## src/sv/lpd_pkg.sv

```systemverilog
// Package with the shared types and constants of the length-prefix deframer.
`default_nettype none

package lpd_pkg;

  localparam int unsigned BYTE_W = 8;
  localparam int unsigned LEN_W  = 32;

  localparam logic [BYTE_W-1:0] ESC_BYTE   = 8'hFF;
  localparam logic [LEN_W-1:0]  ESC_GROUP2 = 32'h0000_FFFF;
  localparam logic [LEN_W-1:0]  ESC_GROUP3 = 32'h00FF_FFFF;

  typedef enum logic [2:0] {
    PH_FIRST   = 3'd0,
    PH_GROUP2  = 3'd1,
    PH_GROUP3  = 3'd2,
    PH_GROUP4  = 3'd3,
    PH_PAYLOAD = 3'd4
  } lpd_phase_t;

  typedef struct packed {
    logic [BYTE_W-1:0] payload_byte;
    logic              end_of_frame;
    logic              empty_frame;
    logic [LEN_W-1:0]  frame_length;
  } lpd_result_t;

endpackage

`default_nettype wire

```

## src/sv/length_prefix_deframer_unit.sv

```systemverilog
// Top level of the length-prefix deframer: input register, decoder and result register.
`default_nettype none

// The unit splits a byte stream into frames, each opened by an escaped length header
// (one byte below 255, or 255 followed by 2-, 3- and 4-byte big-endian groups while each
// group is all ones), and gives one output transaction per payload byte, flagging the last.
// A header that sums to zero gives a single empty-frame marker instead. It accepts one
// byte per clock cycle while the output is not stalled; each byte passes through the
// input register, then the combinational header decode and payload count, into the
// result register. Header bytes give no output transaction.

module length_prefix_deframer_unit (
  input  wire                        clk,
  input  wire                        rst_n,
  input  wire                        in_valid,
  output logic                       in_stall,
  input  wire [lpd_pkg::BYTE_W-1:0]  in_stream_byte,
  output logic                       out_valid,
  input  wire                        out_stall,
  output logic [lpd_pkg::BYTE_W-1:0] out_payload_byte,
  output logic                       out_end_of_frame,
  output logic                       out_empty_frame,
  output logic [lpd_pkg::LEN_W-1:0]  out_frame_length
);

  import lpd_pkg::*;

  logic              s1_valid_r, s1_valid_nxt;
  logic [BYTE_W-1:0] s1_byte_r;
  logic              can_load;
  logic              fire;
  logic              in_take;
  logic              res_valid;
  lpd_result_t       result;

  assign fire         = s1_valid_r && can_load;
  assign in_stall     = s1_valid_r && !can_load;
  assign in_take      = in_valid && !in_stall;
  assign s1_valid_nxt = in_take || (s1_valid_r && !fire);

  always_ff @(posedge clk) begin
    if (!rst_n) begin
      s1_valid_r <= 1'b0;
    end else begin
      s1_valid_r <= s1_valid_nxt;
    end
  end

  always_ff @(posedge clk) begin
    if (in_take) begin
      s1_byte_r <= in_stream_byte;
    end
  end

  lpd_step u_step (
    .clk       (clk),
    .rst_n     (rst_n),
    .fire      (fire),
    .byte_in   (s1_byte_r),
    .res_valid (res_valid),
    .result    (result)
  );

  lpd_out_reg u_out_reg (
    .clk              (clk),
    .rst_n            (rst_n),
    .load             (fire && res_valid),
    .result           (result),
    .out_stall        (out_stall),
    .can_load         (can_load),
    .out_valid        (out_valid),
    .out_payload_byte (out_payload_byte),
    .out_end_of_frame (out_end_of_frame),
    .out_empty_frame  (out_empty_frame),
    .out_frame_length (out_frame_length)
  );

`ifndef ASSERT_OFF
  a_reset_empty: assert property (@(posedge clk) !rst_n |=> !out_valid)
    else $error("Output valid after reset.");

  a_marker_form: assert property (@(posedge clk) disable iff (!rst_n)
    out_valid && out_empty_frame |->
      out_end_of_frame && out_frame_length == '0 && out_payload_byte == '0)
    else $error("Malformed empty-frame marker.");

  a_payload_len: assert property (@(posedge clk) disable iff (!rst_n)
    out_valid && !out_empty_frame |-> out_frame_length != '0)
    else $error("Payload transaction with zero frame length.");

  a_backpressure: assert property (@(posedge clk) disable iff (!rst_n)
    s1_valid_r && out_valid && out_stall |-> in_stall && !fire)
    else $error("Input taken while the result register is blocked.");
`endif

endmodule

`default_nettype wire

```

## src/sv/lpd_step.sv

```systemverilog
// Header decoder and payload counter: the per-byte state update and result logic.
`default_nettype none

module lpd_step (
  input  wire                       clk,
  input  wire                       rst_n,
  input  wire                       fire,
  input  wire [lpd_pkg::BYTE_W-1:0] byte_in,
  output logic                      res_valid,
  output lpd_pkg::lpd_result_t      result
);

  import lpd_pkg::*;

  lpd_phase_t        phase_r, phase_nxt;
  logic [1:0]        cnt_r, cnt_nxt;
  logic [LEN_W-1:0]  group_r, group_nxt;
  logic [LEN_W-1:0]  sum_r, sum_nxt;
  logic [LEN_W-1:0]  left_r, left_nxt;
  logic [LEN_W-1:0]  group_shift;
  logic [LEN_W-1:0]  group_sum;
  logic [LEN_W-1:0]  hdr_len;
  logic              hdr_done;

  assign group_shift = {group_r[LEN_W-BYTE_W-1:0], byte_in};
  assign group_sum   = sum_r + group_shift;

  always_comb begin
    phase_nxt = phase_r;
    cnt_nxt   = cnt_r;
    group_nxt = group_r;
    sum_nxt   = sum_r;
    left_nxt  = left_r;
    hdr_done  = 1'b0;
    hdr_len   = group_sum;
    res_valid = 1'b0;
    result    = '0;
    unique case (phase_r)
      PH_PAYLOAD: begin
        res_valid           = 1'b1;
        result.payload_byte = byte_in;
        result.end_of_frame = (left_r == LEN_W'(1));
        result.frame_length = sum_r;
        left_nxt            = left_r - LEN_W'(1);
        if (left_r == LEN_W'(1)) begin
          phase_nxt = PH_FIRST;
          sum_nxt   = '0;
        end
      end
      PH_GROUP2, PH_GROUP3, PH_GROUP4: begin
        if (cnt_r != phase_r[1:0]) begin
          cnt_nxt   = cnt_r + 2'd1;
          group_nxt = group_shift;
        end else begin
          sum_nxt   = group_sum;
          cnt_nxt   = '0;
          group_nxt = '0;
          if (phase_r == PH_GROUP2 && group_shift == ESC_GROUP2) begin
            phase_nxt = PH_GROUP3;
          end else if (phase_r == PH_GROUP3 && group_shift == ESC_GROUP3) begin
            phase_nxt = PH_GROUP4;
          end else begin
            hdr_done = 1'b1;
          end
        end
      end
      default: begin
        sum_nxt   = {{(LEN_W-BYTE_W){1'b0}}, byte_in};
        hdr_len   = {{(LEN_W-BYTE_W){1'b0}}, byte_in};
        cnt_nxt   = '0;
        group_nxt = '0;
        if (byte_in == ESC_BYTE) begin
          phase_nxt = PH_GROUP2;
        end else begin
          hdr_done = 1'b1;
        end
      end
    endcase
    if (hdr_done) begin
      left_nxt = hdr_len;
      if (hdr_len == '0) begin
        phase_nxt           = PH_FIRST;
        res_valid           = 1'b1;
        result.end_of_frame = 1'b1;
        result.empty_frame  = 1'b1;
      end else begin
        phase_nxt = PH_PAYLOAD;
      end
    end
  end

  always_ff @(posedge clk) begin
    if (!rst_n) begin
      phase_r <= PH_FIRST;
      cnt_r   <= '0;
      group_r <= '0;
      sum_r   <= '0;
      left_r  <= '0;
    end else if (fire) begin
      phase_r <= phase_nxt;
      cnt_r   <= cnt_nxt;
      group_r <= group_nxt;
      sum_r   <= sum_nxt;
      left_r  <= left_nxt;
    end
  end

endmodule

`default_nettype wire

```

## src/sv/lpd_out_reg.sv

```systemverilog
// Result register that holds one transaction on the output channel.
`default_nettype none

module lpd_out_reg (
  input  wire                        clk,
  input  wire                        rst_n,
  input  wire                        load,
  input  lpd_pkg::lpd_result_t       result,
  input  wire                        out_stall,
  output logic                       can_load,
  output logic                       out_valid,
  output logic [lpd_pkg::BYTE_W-1:0] out_payload_byte,
  output logic                       out_end_of_frame,
  output logic                       out_empty_frame,
  output logic [lpd_pkg::LEN_W-1:0]  out_frame_length
);

  import lpd_pkg::*;

  logic        valid_r, valid_nxt;
  lpd_result_t data_r;

  assign can_load  = !valid_r || !out_stall;
  assign valid_nxt = can_load ? load : valid_r;

  always_ff @(posedge clk) begin
    if (!rst_n) begin
      valid_r <= 1'b0;
    end else begin
      valid_r <= valid_nxt;
    end
  end

  always_ff @(posedge clk) begin
    if (load) begin
      data_r <= result;
    end
  end

  assign out_valid        = valid_r;
  assign out_payload_byte = data_r.payload_byte;
  assign out_end_of_frame = data_r.end_of_frame;
  assign out_empty_frame  = data_r.empty_frame;
  assign out_frame_length = data_r.frame_length;

endmodule

`default_nettype wire
```

## config.mk

```make
export PLATFORM = sky130hd
export DESIGN_NAME = length_prefix_deframer_unit
export DESIGN_NICKNAME = d
export VERILOG_FILES = /design/src/sv/lpd_pkg.sv /design/src/sv/length_prefix_deframer_unit.sv /design/src/sv/lpd_step.sv /design/src/sv/lpd_out_reg.sv
export SDC_FILE = /design/constraint.sdc
export NUM_CORES = 1
export LEC_CHECK = 0
export BUFFER_PORTS_ARGS = -buffer_cell sky130_fd_sc_hd__buf_4
export CAP_MARGIN = 10
export CORE_MARGIN = 5
export CORE_UTILIZATION = 62
export CTS_CLUSTER_DIAMETER = 50
export DETAILED_ROUTE_END_ITERATION = 10
export PLACE_DENSITY = 0.81
export RECOVER_POWER = 100
export SLEW_MARGIN = 25
export SYNTH_ARGS = -nofsm -noshare
export SYNTH_HDL_FRONTEND = slang
export SYNTH_SLANG_ARGS = --single-unit
```

## constraint.sdc

```tcl
create_clock -name clk -period 5.3 [get_ports clk]
set_clock_uncertainty 0.1 [all_clocks]
set_input_delay 0.53 -clock clk [delete_from_list [all_inputs] [get_ports clk]]
set_output_delay 0.53 -clock clk [all_outputs]
set_load 0.005 [all_outputs]
```

==> run_results.csv, run 1 <==
group,metric,value,unit
synthesis,async_reset_ff_share,0,%
synthesis,netlist.area_leader.share,21.8,%
power_and_ir_drop,peakVddDrop,0.263,mV
clock_network,cts_hold_buffers,0,
power_and_ir_drop,p_leak,3.69,nW
power_and_ir_drop,p_sw,0.805,mW
worst_setup_path,critPathLaunchType,"flip-flop",
cells_and_area,seqCellArea,3400,um^2
cells_and_area,diodes,0,
cells_and_area,drive_above_1_share,11.2,%
power_and_ir_drop,share_comb_of_total_power,14.4,%
clock_network,cts_tree,"yes",
global_routing,grt_pass1_vias,7580,
power_and_ir_drop,p_clk_share,41.4,%
clock_network,cts_buffers,17,
timing,hold_viol_final,0,
timing,hold_ws,0.188,ns
worst_setup_path,end_kind,"flip-flop",
cells_and_area,nFillCells,1139,
timing,rsz0062_at_grt,"no",
clock_network,post_cts_buffers,0,
route,postRouteWirelength,26.2,mm
synthesis,synth_flop_cell,"dfxtp_1",
clock_network,clkSinkCount,145,
route,drt_iter0_markers,1033,
timing,drv_slew,147,
floorplanning,die_w,128,um
place,gp_congestion,0.973,
timing,layout_setup_ws,0.602,ns
worst_setup_path,cp.required,5.26,ns
synthesis,synth.avg_cell_area,8.50,um^2
timing,fin_crit_sh,88.6,%
floorplanning,ios,56,
worst_setup_path,slowest_stage,"o21ai_0",
global_routing,track_usage,31.6,%
floorplanning,die_h,128,um
clock_network,root_buffer,"clkbuf_16",
route,drt-vias-per-instance,6.65,
worst_setup_path,path_class,"reg2reg",
clock_network,insertion_delay,0.43,ns
place,port_buffers,55,
synthesis,syn_inst,1024,
floorplanning,initial_core_util,63.0,%
timing,period_minus_slack,4.70,ns
synthesis,seq_area_frac_synth,39.1,%
clock_network,clock_tree.htree_level_count,4,
global_routing,grt_first_pass_wirelength,41.5,mm
route,wl_per_cell,21.1,um
global_routing,overflow,0,
cells_and_area,area_delta_synth_final,11.9,%
power_and_ir_drop,power.density,280,nW/um^2
flow_run,max-cap-violations,2,
timing,tightest_slew,3.57,ns
worst_hold_path,hold_class,"in2reg",
clock_network,path_clk_slew,0.07,ns
global_routing,grt_max_degree,97,
power_and_ir_drop,swShare,29.5,%
cells_and_area,instances_no_fill,1239,
timing,slew_headroom,-138,%
floorplanning,rows,43,
synthesis,ys.warnings.count,0,
clock_network,cts_resized,0,
worst_setup_path,cp_max_fo,42,
synthesis,yosysTopAreaCell,"dfxtp_1",
cells_and_area,layout.nets,1092,
worst_setup_path,arrival,4.66,ns
global_routing,antenna_found_initial,1,
synthesis,netlist_top_cells_area,"dfxtp_1 (22%), edfxtp_1 (17%), nand2_1 (5.1%)",
floorplanning,die-area,16500,um^2
floorplanning,core,13800,um^2
synthesis,synthesis.nets,1070,
clock_network,cts_buffer_depth,2,
timing,setup-tns-final,0,ns
route,vias,8234,
synthesis,synth_edf_count,50,
worst_setup_path,crit_path_cell_trace,"ha_1, a21o_1, a31oi_1, o21ai_0, o21ai_2, nand2_1, mux2_1, a2111oi_0, o21ai_1, a21oi_1, o21a_2, buf_4",
timing,setup_viol,0,
route,dr.pass1.iters,6,
run_status,violations,"capacitance limit, slew limit",
timing,fmax,0.213,GHz
place,dp_hpwl,18.3,mm
synthesis,yosys_register_bits,145,
synthesis,synth_area,8700,um^2
synthesis,synth_top_cells_by_count,"nand2_1 (118), dfxtp_1 (95), a21oi_1 (69)",
power_and_ir_drop,p_int,1.92,mW
run_status,status,"finished with violations",
place,dp.cells,1207,
power_and_ir_drop,p_seq_share,44.2,%
synthesis,yosysUniqueCellTypes,75,
route,remaining_drc_errors,0,
route,drtAntennaViolNets,0,
worst_setup_path,critPathMaxStageDelay,0.72,ns
place,place_ws,0.792,ns
synthesis,yosysMostFrequentCell,"nand2_1",
cells_and_area,multi_input_area,5010,um^2
## routing by layer
layer  global-route usage, %  wire (um)  up-vias  share of wire, %
li1                        -          -     3813                 -
met1                    46.0      11000     3835                42
met2                    47.3      11600      524                44
met3                    7.43       2930       62                11
met4                    9.02        652        0               2.5
met5                       0          0        -                 0
## final cells by class
class	count	area share [%]
multi-input cells	799	51.5
flip-flops and latches	145	35.0
repair buffers	70	5.14
clock buffers	17	4.37
well taps	180	2.31
clock inverters	15	1.25
inverters	13	0.501
## sequential cells by signal (all words and copies together), names as in the netlist
register                    count
u_step.sum_r                   32
u_step.left_r                  32
u_step.phase_r                  3
u_out_reg.out_valid             1
s1_valid_r                      1
u_step.group_r                 24
u_out_reg.out_end_of_frame      1
u_out_reg.out_payload_byte      8
u_out_reg.out_empty_frame       1
s1_byte_r                       8
u_step.cnt_r                    2
u_out_reg.out_frame_length     32
## path summary, 6_finish.rpt
| kind | start | to | slack, ns | depth (start not counted) |
|---|---|---|---|---|
| max | s1_byte_r[6] | u_out_reg.out_frame_length[1] | 0.60 | 12 |
| min | in_stream_byte[1] | s1_byte_r[1] | 0.19 | 1 |
| max reg2reg | s1_byte_r[6] | u_out_reg.out_frame_length[1] | 0.60 | 12 |
| min reg2reg | u_step.left_r[13] | u_step.left_r[13] | 0.39 | 2 |
## cells in the final DEF, fill, tap and decap left out, types with 5 or more instances in the layout
master and instances:
buf_4 14, nand4_1 22, nor2b_1 47, nand2_1 118
a21o_1 9, and2_0 12, inv_6 8, or4_1 5
edfxtp_1 50, and3_1 46, ha_1 33, a22oi_1 29
clkbuf_4 49, o22ai_1 5, nor2_1 63, or3_1 5
nor4_1 9, clkbuf_16 17, dfxtp_1 94, nand2b_1 9
clkbuf_1 6, o21a_1 6, a21oi_1 68, a31oi_1 11
and2_1 10, o21ai_0 70, nand3_1 41, xor2_1 9
o211ai_1 9, xnor2_1 21, nor3_1 14, a21boi_0 34
o21ai_1 5, inv_1 13, or2_2 6
## worst max-delay path, delay by kind of cell, from the launching register on
kind	cells	cell delay [ns]
multiplexers	1	0.33
buffers and inverters	1	0.46
AO/OA/AOI/OAI	8	2.27
AND/OR/NAND/NOR	1	0.16
adder cells (fa/ha/maj)	1	0.43
flip-flops	1	0.52
## stage by stage
step           area, um^2  util (%)  total power [mW]
2_1_floorplan        8700         -              1.50
3_3_place_gp         9210      66.6              1.61
3_5_place_dp         9210      66.6              1.61
4_1_cts              9760      70.6              2.72
5_1_grt              9740      70.4              2.83
6_report             9740      70.4              2.73
## logic make-up after synthesis
logic type | share of synthesized area [%]
adder cells (fa/ha/maj) | 4.97
AND/OR/NAND/NOR | 25.4
buffers and inverters | 3.51
AO/OA/AOI/OAI | 23.4
flip-flops | 39.1
multiplexers | 0.589
XOR/XNOR | 3.12
## power groups by stage
stage                     clock, mW  sequential [mW]  combinational, mW
after floorplan                   0             1.22              0.279
after global placement            0             1.23              0.380
after detailed placement          0             1.23              0.381
after CTS                      1.13             1.20              0.384
after global routing           1.19             1.21              0.432
final                          1.13             1.21              0.392
Note: power is estimated with default switching activity, not from simulation.
==> run 2: changes to the inputs <==
--- a/config.mk
+++ b/config.mk
@@ -5,8 +5,10 @@
 export SDC_FILE = /design/constraint.sdc
 export NUM_CORES = 1
 export LEC_CHECK = 0
+export ABC_AREA = 1
 export BUFFER_PORTS_ARGS = -buffer_cell sky130_fd_sc_hd__buf_4
 export CAP_MARGIN = 10
+export CORE_ASPECT_RATIO = 1.1
 export CORE_MARGIN = 5
 export CORE_UTILIZATION = 62
 export CTS_CLUSTER_DIAMETER = 50
==> run 2 against run 1 <==
  * The flow still finishes with violations (capacitance limit, slew limit)
  * Worst setup slack better by 0.38 ns
  * Utilization down 0.85 points
  * Clock power increased by 12%
  * Power grew 8.0%
  * Via count grew 13%
  * Global-route usage down 0.27 points
  * Wire length increased by 3.3%
  * Non-clock buffer count decreased by 11
  * Sequential power about the same
  * Register-to-register slack improved by 0.38 ns
  * Critical endpoint is now u_step.group_r[0]
  * Largest cell class unchanged
==> run_results.csv, run 2 <==
group,metric,value,unit
worst_setup_path,cpMostUsedCell,"nor2_1",
clock_network,cts_resized,0,
route,vias,9338,
floorplanning,rows,47,
clock_network,cts_buffer_depth,2,
worst_setup_path,critPathLaunchType,"flip-flop",
global_routing,antenna_found_initial,0,
worst_hold_path,hold_end,"s1_byte_r[7]",
synthesis,synth_top_cells_by_count,"nand2_1 (463), inv_1 (213), nor2_1 (171)",
worst_setup_path,critPathMaxStageDelay,1.65,ns
synthesis,yosysUniqueCellTypes,42,
worst_setup_path,end_kind,"flip-flop",
worst_setup_path,cp_max_fo,45,
global_routing,grt_first_pass_wirelength,44.2,mm
synthesis,synthesis.nets,1478,
cells_and_area,layout_common_cells,"nand2_1 (465), inv_1 (212), nor2_1 (172), nand3_1 (106), dfxtp_1 (95)",
cells_and_area,layout.nets,1515,
clock_network,insertion_delay,0.43,ns
synthesis,netlist_top_cells_area,"dfxtp_1 (20%), nand2_1 (19%), edfxtp_1 (16%)",
worst_setup_path,worst-r2r-setup-slack,0.98,ns
timing,fin_crit_sh,81.5,%
power_and_ir_drop,p_leak,4.82,nW
global_routing,grt_pass1_vias,8581,
flow_run,max-cap-violations,2,
timing,tightest_slew,3.76,ns
worst_hold_path,hold_class,"in2reg",
clock_network,clock_tree.htree_level_count,4,
timing,setup_viol,0,
cells_and_area,final_area,10400,um^2
timing,fmax,0.232,GHz
timing,slew_headroom,-150,%
synthesis,async_reset_ff_share,0,%
global_routing,overflow,0,
worst_setup_path,cp.required,5.52,ns
worst_setup_path,ff2ff_path_depth,9,
worst_hold_path,worstHoldPathCells,1,
clock_network,cts_hold_buffers,0,
cells_and_area,drive_above_1_share,7.35,%
route,wl_per_cell,16.1,um
clock_network,cts_tree,"yes",
place,place_ws,1.41,ns
worst_setup_path,crit_buf_inv,3,
worst_setup_path,rr_endpoint,"u_step.group_r[0]",
cells_and_area,area_delta_synth_final,11.3,%
place,placed_area,9810,um^2
floorplanning,initial_core_util,62.5,%
run_status,violations,"capacitance limit, slew limit",
worst_setup_path,regToRegStartpoint,"u_step.phase_r[1]",
run_status,status,"finished with violations",
worst_setup_path,crit_family,"simple AND/OR/NAND/NOR gates",
synthesis,seq_area_frac_synth,36.5,%
synthesis,yosysMostFrequentCell,"nand2_1",
cells_and_area,nFillCells,1393,
worst_setup_path,startpoint,"u_step.phase_r[1]",
synthesis,ys.warnings.count,0,
floorplanning,core,14900,um^2
place,dp_hpwl,20.0,mm
synthesis,yosysTopAreaCell,"dfxtp_1",
worst_setup_path,path_class,"reg2reg",
synthesis,synth_flop_cell,"dfxtp_1",
floorplanning,die_w,127,um
floorplanning,ios,56,
cells_and_area,diodes,0,
route,drt-vias-per-instance,5.56,
clock_network,clkSinkCount,145,
place,port_buffers,55,
global_routing,grt_max_degree,78,
timing,period_minus_slack,4.32,ns
clock_network,post_cts_buffers,0,
floorplanning,die-area,17600,um^2
timing,drv_slew,93,
clock_network,cts_buffers,17,
route,drtAntennaViolNets,0,
place,gp_congestion,1.01,
timing,layout_setup_ws,0.983,ns
route,drt_iter0_markers,1118,
timing,hold_viol_final,0,
timing,rsz0062_at_grt,"no",
worst_hold_path,hold_start,"in_stream_byte[7]",
synthesis,synth_edf_count,50,
clock_network,root_buffer,"clkbuf_16",
synthesis,syn_inst,1432,
worst_setup_path,arrival,4.53,ns
global_routing,track_usage,31.4,%
power_and_ir_drop,power.density,283,nW/um^2
synthesis,netlist.area_leader.share,20.4,%
floorplanning,die_h,139,um
power_and_ir_drop,peakVddDrop,0.249,mV
synthesis,yosys_register_bits,145,
synthesis,synth_area,9340,um^2
clock_network,path_clk_slew,0.06,ns
timing,setup-tns-final,0,ns
cells_and_area,mostFrequentLayoutCell,"nand2_1",
timing,hold_ws,0.195,ns
route,dr.pass1.iters,6,
worst_setup_path,slowest_stage,"nor3_1",
synthesis,synth.avg_cell_area,6.52,um^2
worst_setup_path,crit_path_cell_trace,"nor2_1, nand2_4, inv_1, nor2_1, clkinv_1, nor3_1, buf_6, nand2_1, a21oi_1",
route,remaining_drc_errors,0,
route,postRouteWirelength,27.1,mm
-- run 2: changes by cell type after synthesis, moves of 29 or more --
| cell | previous run | this run |
|---|---|---|
| nand2_1 | 118 | 463 |
| nor2b_1 | 47 | 0 |
| nand3_1 | 41 | 105 |
| inv_1 | 13 | 213 |
| a22oi_1 | 29 | 0 |
| nor2_1 | 64 | 171 |
| and3_1 | 46 | 0 |
| clkbuf_1 | 61 | 19 |
-- run 2: power breakdown --
| group | internal (mW) | switching (mW) |
|---|---|---|
| registers | 1.18 | 0.0322 |
| logic | 0.145 | 0.323 |
| clock network | 0.748 | 0.511 |
| total | 2.08 | 0.866 |
-- run 2: cell families (layout without fill, tap and decap cells) --
family,Yosys count,count (layout),synth area share (%)
compound gates,162,162,9.26
xor+xnor,29,29,2.72
fa+ha+maj,34,34,4.64
buf+inv,258,308,11.0
flops,145,145,36.5
simple gates,804,804,35.9
-- run 2: worst max-delay path by stage --
stage	to	slack, ns	cells after the start
after CTS	u_step.left_r[3]	1.42	13
final	u_step.group_r[0]	0.98	9
after floorplan	u_out_reg.out_empty_frame	1.53	16
after global routing	u_out_reg.out_frame_length[13]	0.63	18
after global placement	u_step.left_r[3]	1.53	13
after detailed placement	u_step.left_r[3]	1.41	13
-- run 2: layer usage --
layer / wire length [um] / GRT usage (%) / share of wire (%)
met1: 11400 / 44.0 / 42
met2: 12400 / 50.5 / 46
met3: 2480 / 4.28 / 9.2
met4: 735 / 9.32 / 2.7
met5: 0 / 0 / 0
-- run 2: layout make-up --
cell class / count / area (um^2) / share of cell area [%]
multi-input cells: 1029 / 4880 / 47.0
clock inverters: 14 / 180 / 1.73
well taps: 196 / 245 / 2.36
clock buffers: 18 / 429 / 4.13
flip-flops and latches: 145 / 3400 / 32.8
repair buffers: 59 / 433 / 4.17
inverters: 217 / 817 / 7.86
-- run 2: worst reg2reg max path: cells and delay by family, from the launching register on --
family	cells	cell delay (ns)
buffers and inverters	3	1.08
and+or+nand+nor	5	2.43
DFF	1	0.47
AOI/OAI and AO/OA	1	0.13
-- run 2: per-stage QoR --
stage,power (mW),util (%),std cells
floorplan,1.59,-,1432
global placement,1.69,65.7,1645
detailed placement,1.70,65.7,1645
CTS,2.95,69.8,1677
global route,3.07,69.6,1678
finish,2.94,69.6,1678
==> run 3: changes to the inputs <==
--- a/config.mk
+++ b/config.mk
@@ -10,10 +10,10 @@
 export CAP_MARGIN = 10
 export CORE_ASPECT_RATIO = 1.1
 export CORE_MARGIN = 5
-export CORE_UTILIZATION = 62
+export CORE_UTILIZATION = 56
 export CTS_CLUSTER_DIAMETER = 50
 export DETAILED_ROUTE_END_ITERATION = 10
-export PLACE_DENSITY = 0.81
+export PLACE_DENSITY = 0.77
 export RECOVER_POWER = 100
 export SLEW_MARGIN = 25
 export SYNTH_ARGS = -nofsm -noshare
==> constraint.sdc (replaced) <==
create_clock -name clk -period 3.75 [get_ports clk]
set_clock_uncertainty 0.1 [all_clocks]
set_input_delay 0.375 -clock clk [delete_from_list [all_inputs] [get_ports clk]]
set_output_delay 0.375 -clock clk [all_outputs]
set_load 0.005 [all_outputs]
==> run 3 against run 2 <==
  * The run now ends clean
  * Fmax grew 23%
  * Sequential share of layout area fell by 0.76 points
  * Critical path depth is 8 higher
  * Via count grew 0.50%
  * Cell count grew 2.0%
  * Highest routed layer unchanged
==> run_results.csv, run 3 (synthesized netlist as in run 2, its figures left out) <==
group,metric,value,unit
cells_and_area,seqCellArea,3400,um^2
clock_network,cts_buffer_depth,2,
worst_setup_path,crit_path_cell_trace,"ha_2, fa_2, nand3_1, nand3_1, nand3_1, nand3_1, or2_2, nand3_1, nand2_1, nor2_1, nand2_1, nor2_1, nand3_1, nand2_1, nand3_2, clkinvlp_4, buf_4",
power_and_ir_drop,report.power.total,4.22,mW
timing,fin_crit_sh,93.2,%
global_routing,antenna_found_initial,0,
timing,period_minus_slack,3.50,ns
timing,rsz0062_at_grt,"no",
worst_setup_path,critPathLaunchType,"flip-flop",
global_routing,overflow,0,
place,placed_area,9990,um^2
route,drtAntennaViolNets,0,
cells_and_area,layout_common_cells,"nand2_1 (464), inv_1 (212), nor2_1 (173), nand3_1 (105), dfxtp_1 (95)",
clock_network,clock_tree.htree_level_count,4,
worst_setup_path,slowest_stage,"edfxtp_1",
power_and_ir_drop,power.density,397,nW/um^2
timing,hold_viol_final,0,
global_routing,grt_pass1_vias,8474,
worst_setup_path,crit_buf_inv,2,
route,drt-vias-per-instance,5.49,
global_routing,grt_first_pass_wirelength,43.9,mm
worst_setup_path,cp_max_fo,13,
floorplanning,rows,49,
floorplanning,die-area,19400,um^2
floorplanning,die_w,133,um
clock_network,cts_tree,"yes",
route,wl_per_cell,16.0,um
global_routing,grt_max_degree,45,
place,port_buffers,55,
timing,tightest_slew,1.17,ns
cells_and_area,drive_above_1_share,8.96,%
floorplanning,die_h,145,um
clock_network,clkSinkCount,145,
worst_setup_path,end_kind,"flip-flop",
cells_and_area,layout.nets,1540,
route,remaining_drc_errors,0,
worst_hold_path,hold_class,"in2reg",
route,drt_iter0_markers,887,
worst_setup_path,cpMostUsedCell,"nand3_1",
timing,drv_slew,0,
worst_setup_path,crit_family,"simple AND/OR/NAND/NOR gates",
clock_network,cts_buffers,17,
cells_and_area,instances_no_fill,1711,
clock_network,root_buffer,"clkbuf_16",
place,dp_hpwl,20.9,mm
route,vias,9385,
cells_and_area,mostFrequentLayoutCell,"nand2_1",
run_status,status,"finished clean",
clock_network,path_clk_slew,0.06,ns
power_and_ir_drop,peakVddDrop,0.337,mV
cells_and_area,diodes,0,
clock_network,insertion_delay,0.44,ns
timing,setup_viol,0,
timing,fmax,0.286,GHz
cells_and_area,post-route-util,65.0,%
global_routing,track_usage,28.5,%
floorplanning,ios,56,
worst_setup_path,path_class,"reg2reg",
flow_run,max-cap-violations,0,
cells_and_area,area_delta_synth_final,13.9,%
place,dp.cells,1674,
power_and_ir_drop,p_leak,4.94,nW
worst_setup_path,arrival,3.52,ns
timing,slew_headroom,22.2,%
route,postRouteWirelength,27.4,mm
route,dr.pass1.iters,8,
place,gp_congestion,0.989,
worst_setup_path,cp.required,3.77,ns
cells_and_area,final_area,10600,um^2
worst_setup_path,critPathMaxStageDelay,0.41,ns
timing,setup-tns-final,0,ns
cells_and_area,multi_input_area,4900,um^2
floorplanning,core,16400,um^2
floorplanning,initial_core_util,57.0,%
cells_and_area,nFillCells,1523,
-- run 3: cell count changes in the layout (fill, tap and decap cells not counted), moves of 2 or more --
cell,previous run,this run
buf_4,3,24
dlygate4sd3_1,0,4
o21ai_0,51,48
o21ai_1,3,6
clkinv_1,3,1
-- run 3: what timing repair did --
action,CTS,global route
hold buffers,4,0
hold endpoints to repair,4,0
setup buffers,0,1
setup endpoints to repair,0,42
gates resized for setup,0,3
-- run 3: layout make-up --
type	count	share of cell area, %
Multi-Input combinational cell	1029	46.0
Clock buffer	20	4.40
Clock inverter	12	1.47
Tap cell	204	2.40
Inverter	217	7.72
Sequential cell	145	32.0
Timing Repair Buffer	84	5.98
-- run 3: final timing paths --
path,from,end,slack (ns),cells past startpoint
min reg2reg,u_step.left_r[27],u_step.left_r[27],0.39,2
max,s1_byte_r[0],u_out_reg.out_frame_length[26],0.25,17
min,in_stream_byte[1],s1_byte_r[1],0.04,1
max reg2reg,s1_byte_r[0],u_out_reg.out_frame_length[26],0.25,17
-- run 3: layer usage --
layer  track usage [%]  routed length [um]
met1              39.7               12000
met3              4.91                2180
met4              9.00                 674
met5                 0                   0
met2              45.2               12500
-- run 3: through the flow --
| stage | worst slack (ns) | hold WS, ns |
|---|---|---|
| 2_1_floorplan | 0.352 | 0.348 |
| 3_3_place_gp | 0.285 | 0.374 |
| 3_5_place_dp | 0.175 | 0.382 |
| 4_1_cts | 0.136 | 0.00551 |
| 5_1_grt | 0.0119 | 0.0300 |
| 6_report | 0.254 | 0.0389 |
-- run 3: worst reg2reg max path: stages, from the launching register on --
cell	delay, ns
edfxtp_1	0.41
ha_2	0.24
fa_2	0.40
nand3_1	0.10
nand3_1	0.16
nand3_1	0.11
nand3_1	0.12
or2_2	0.31
nand3_1	0.11
nand2_1	0.06
nor2_1	0.10
nand2_1	0.06
nor2_1	0.16
nand3_1	0.16
nand2_1	0.13
nand3_2	0.11
clkinvlp_4	0.12
buf_4	0.22
-- run 3: power by group --
part           internal, mW  switching, mW
logic                 0.228          0.472
clock network          1.11          0.699
registers              1.67         0.0434
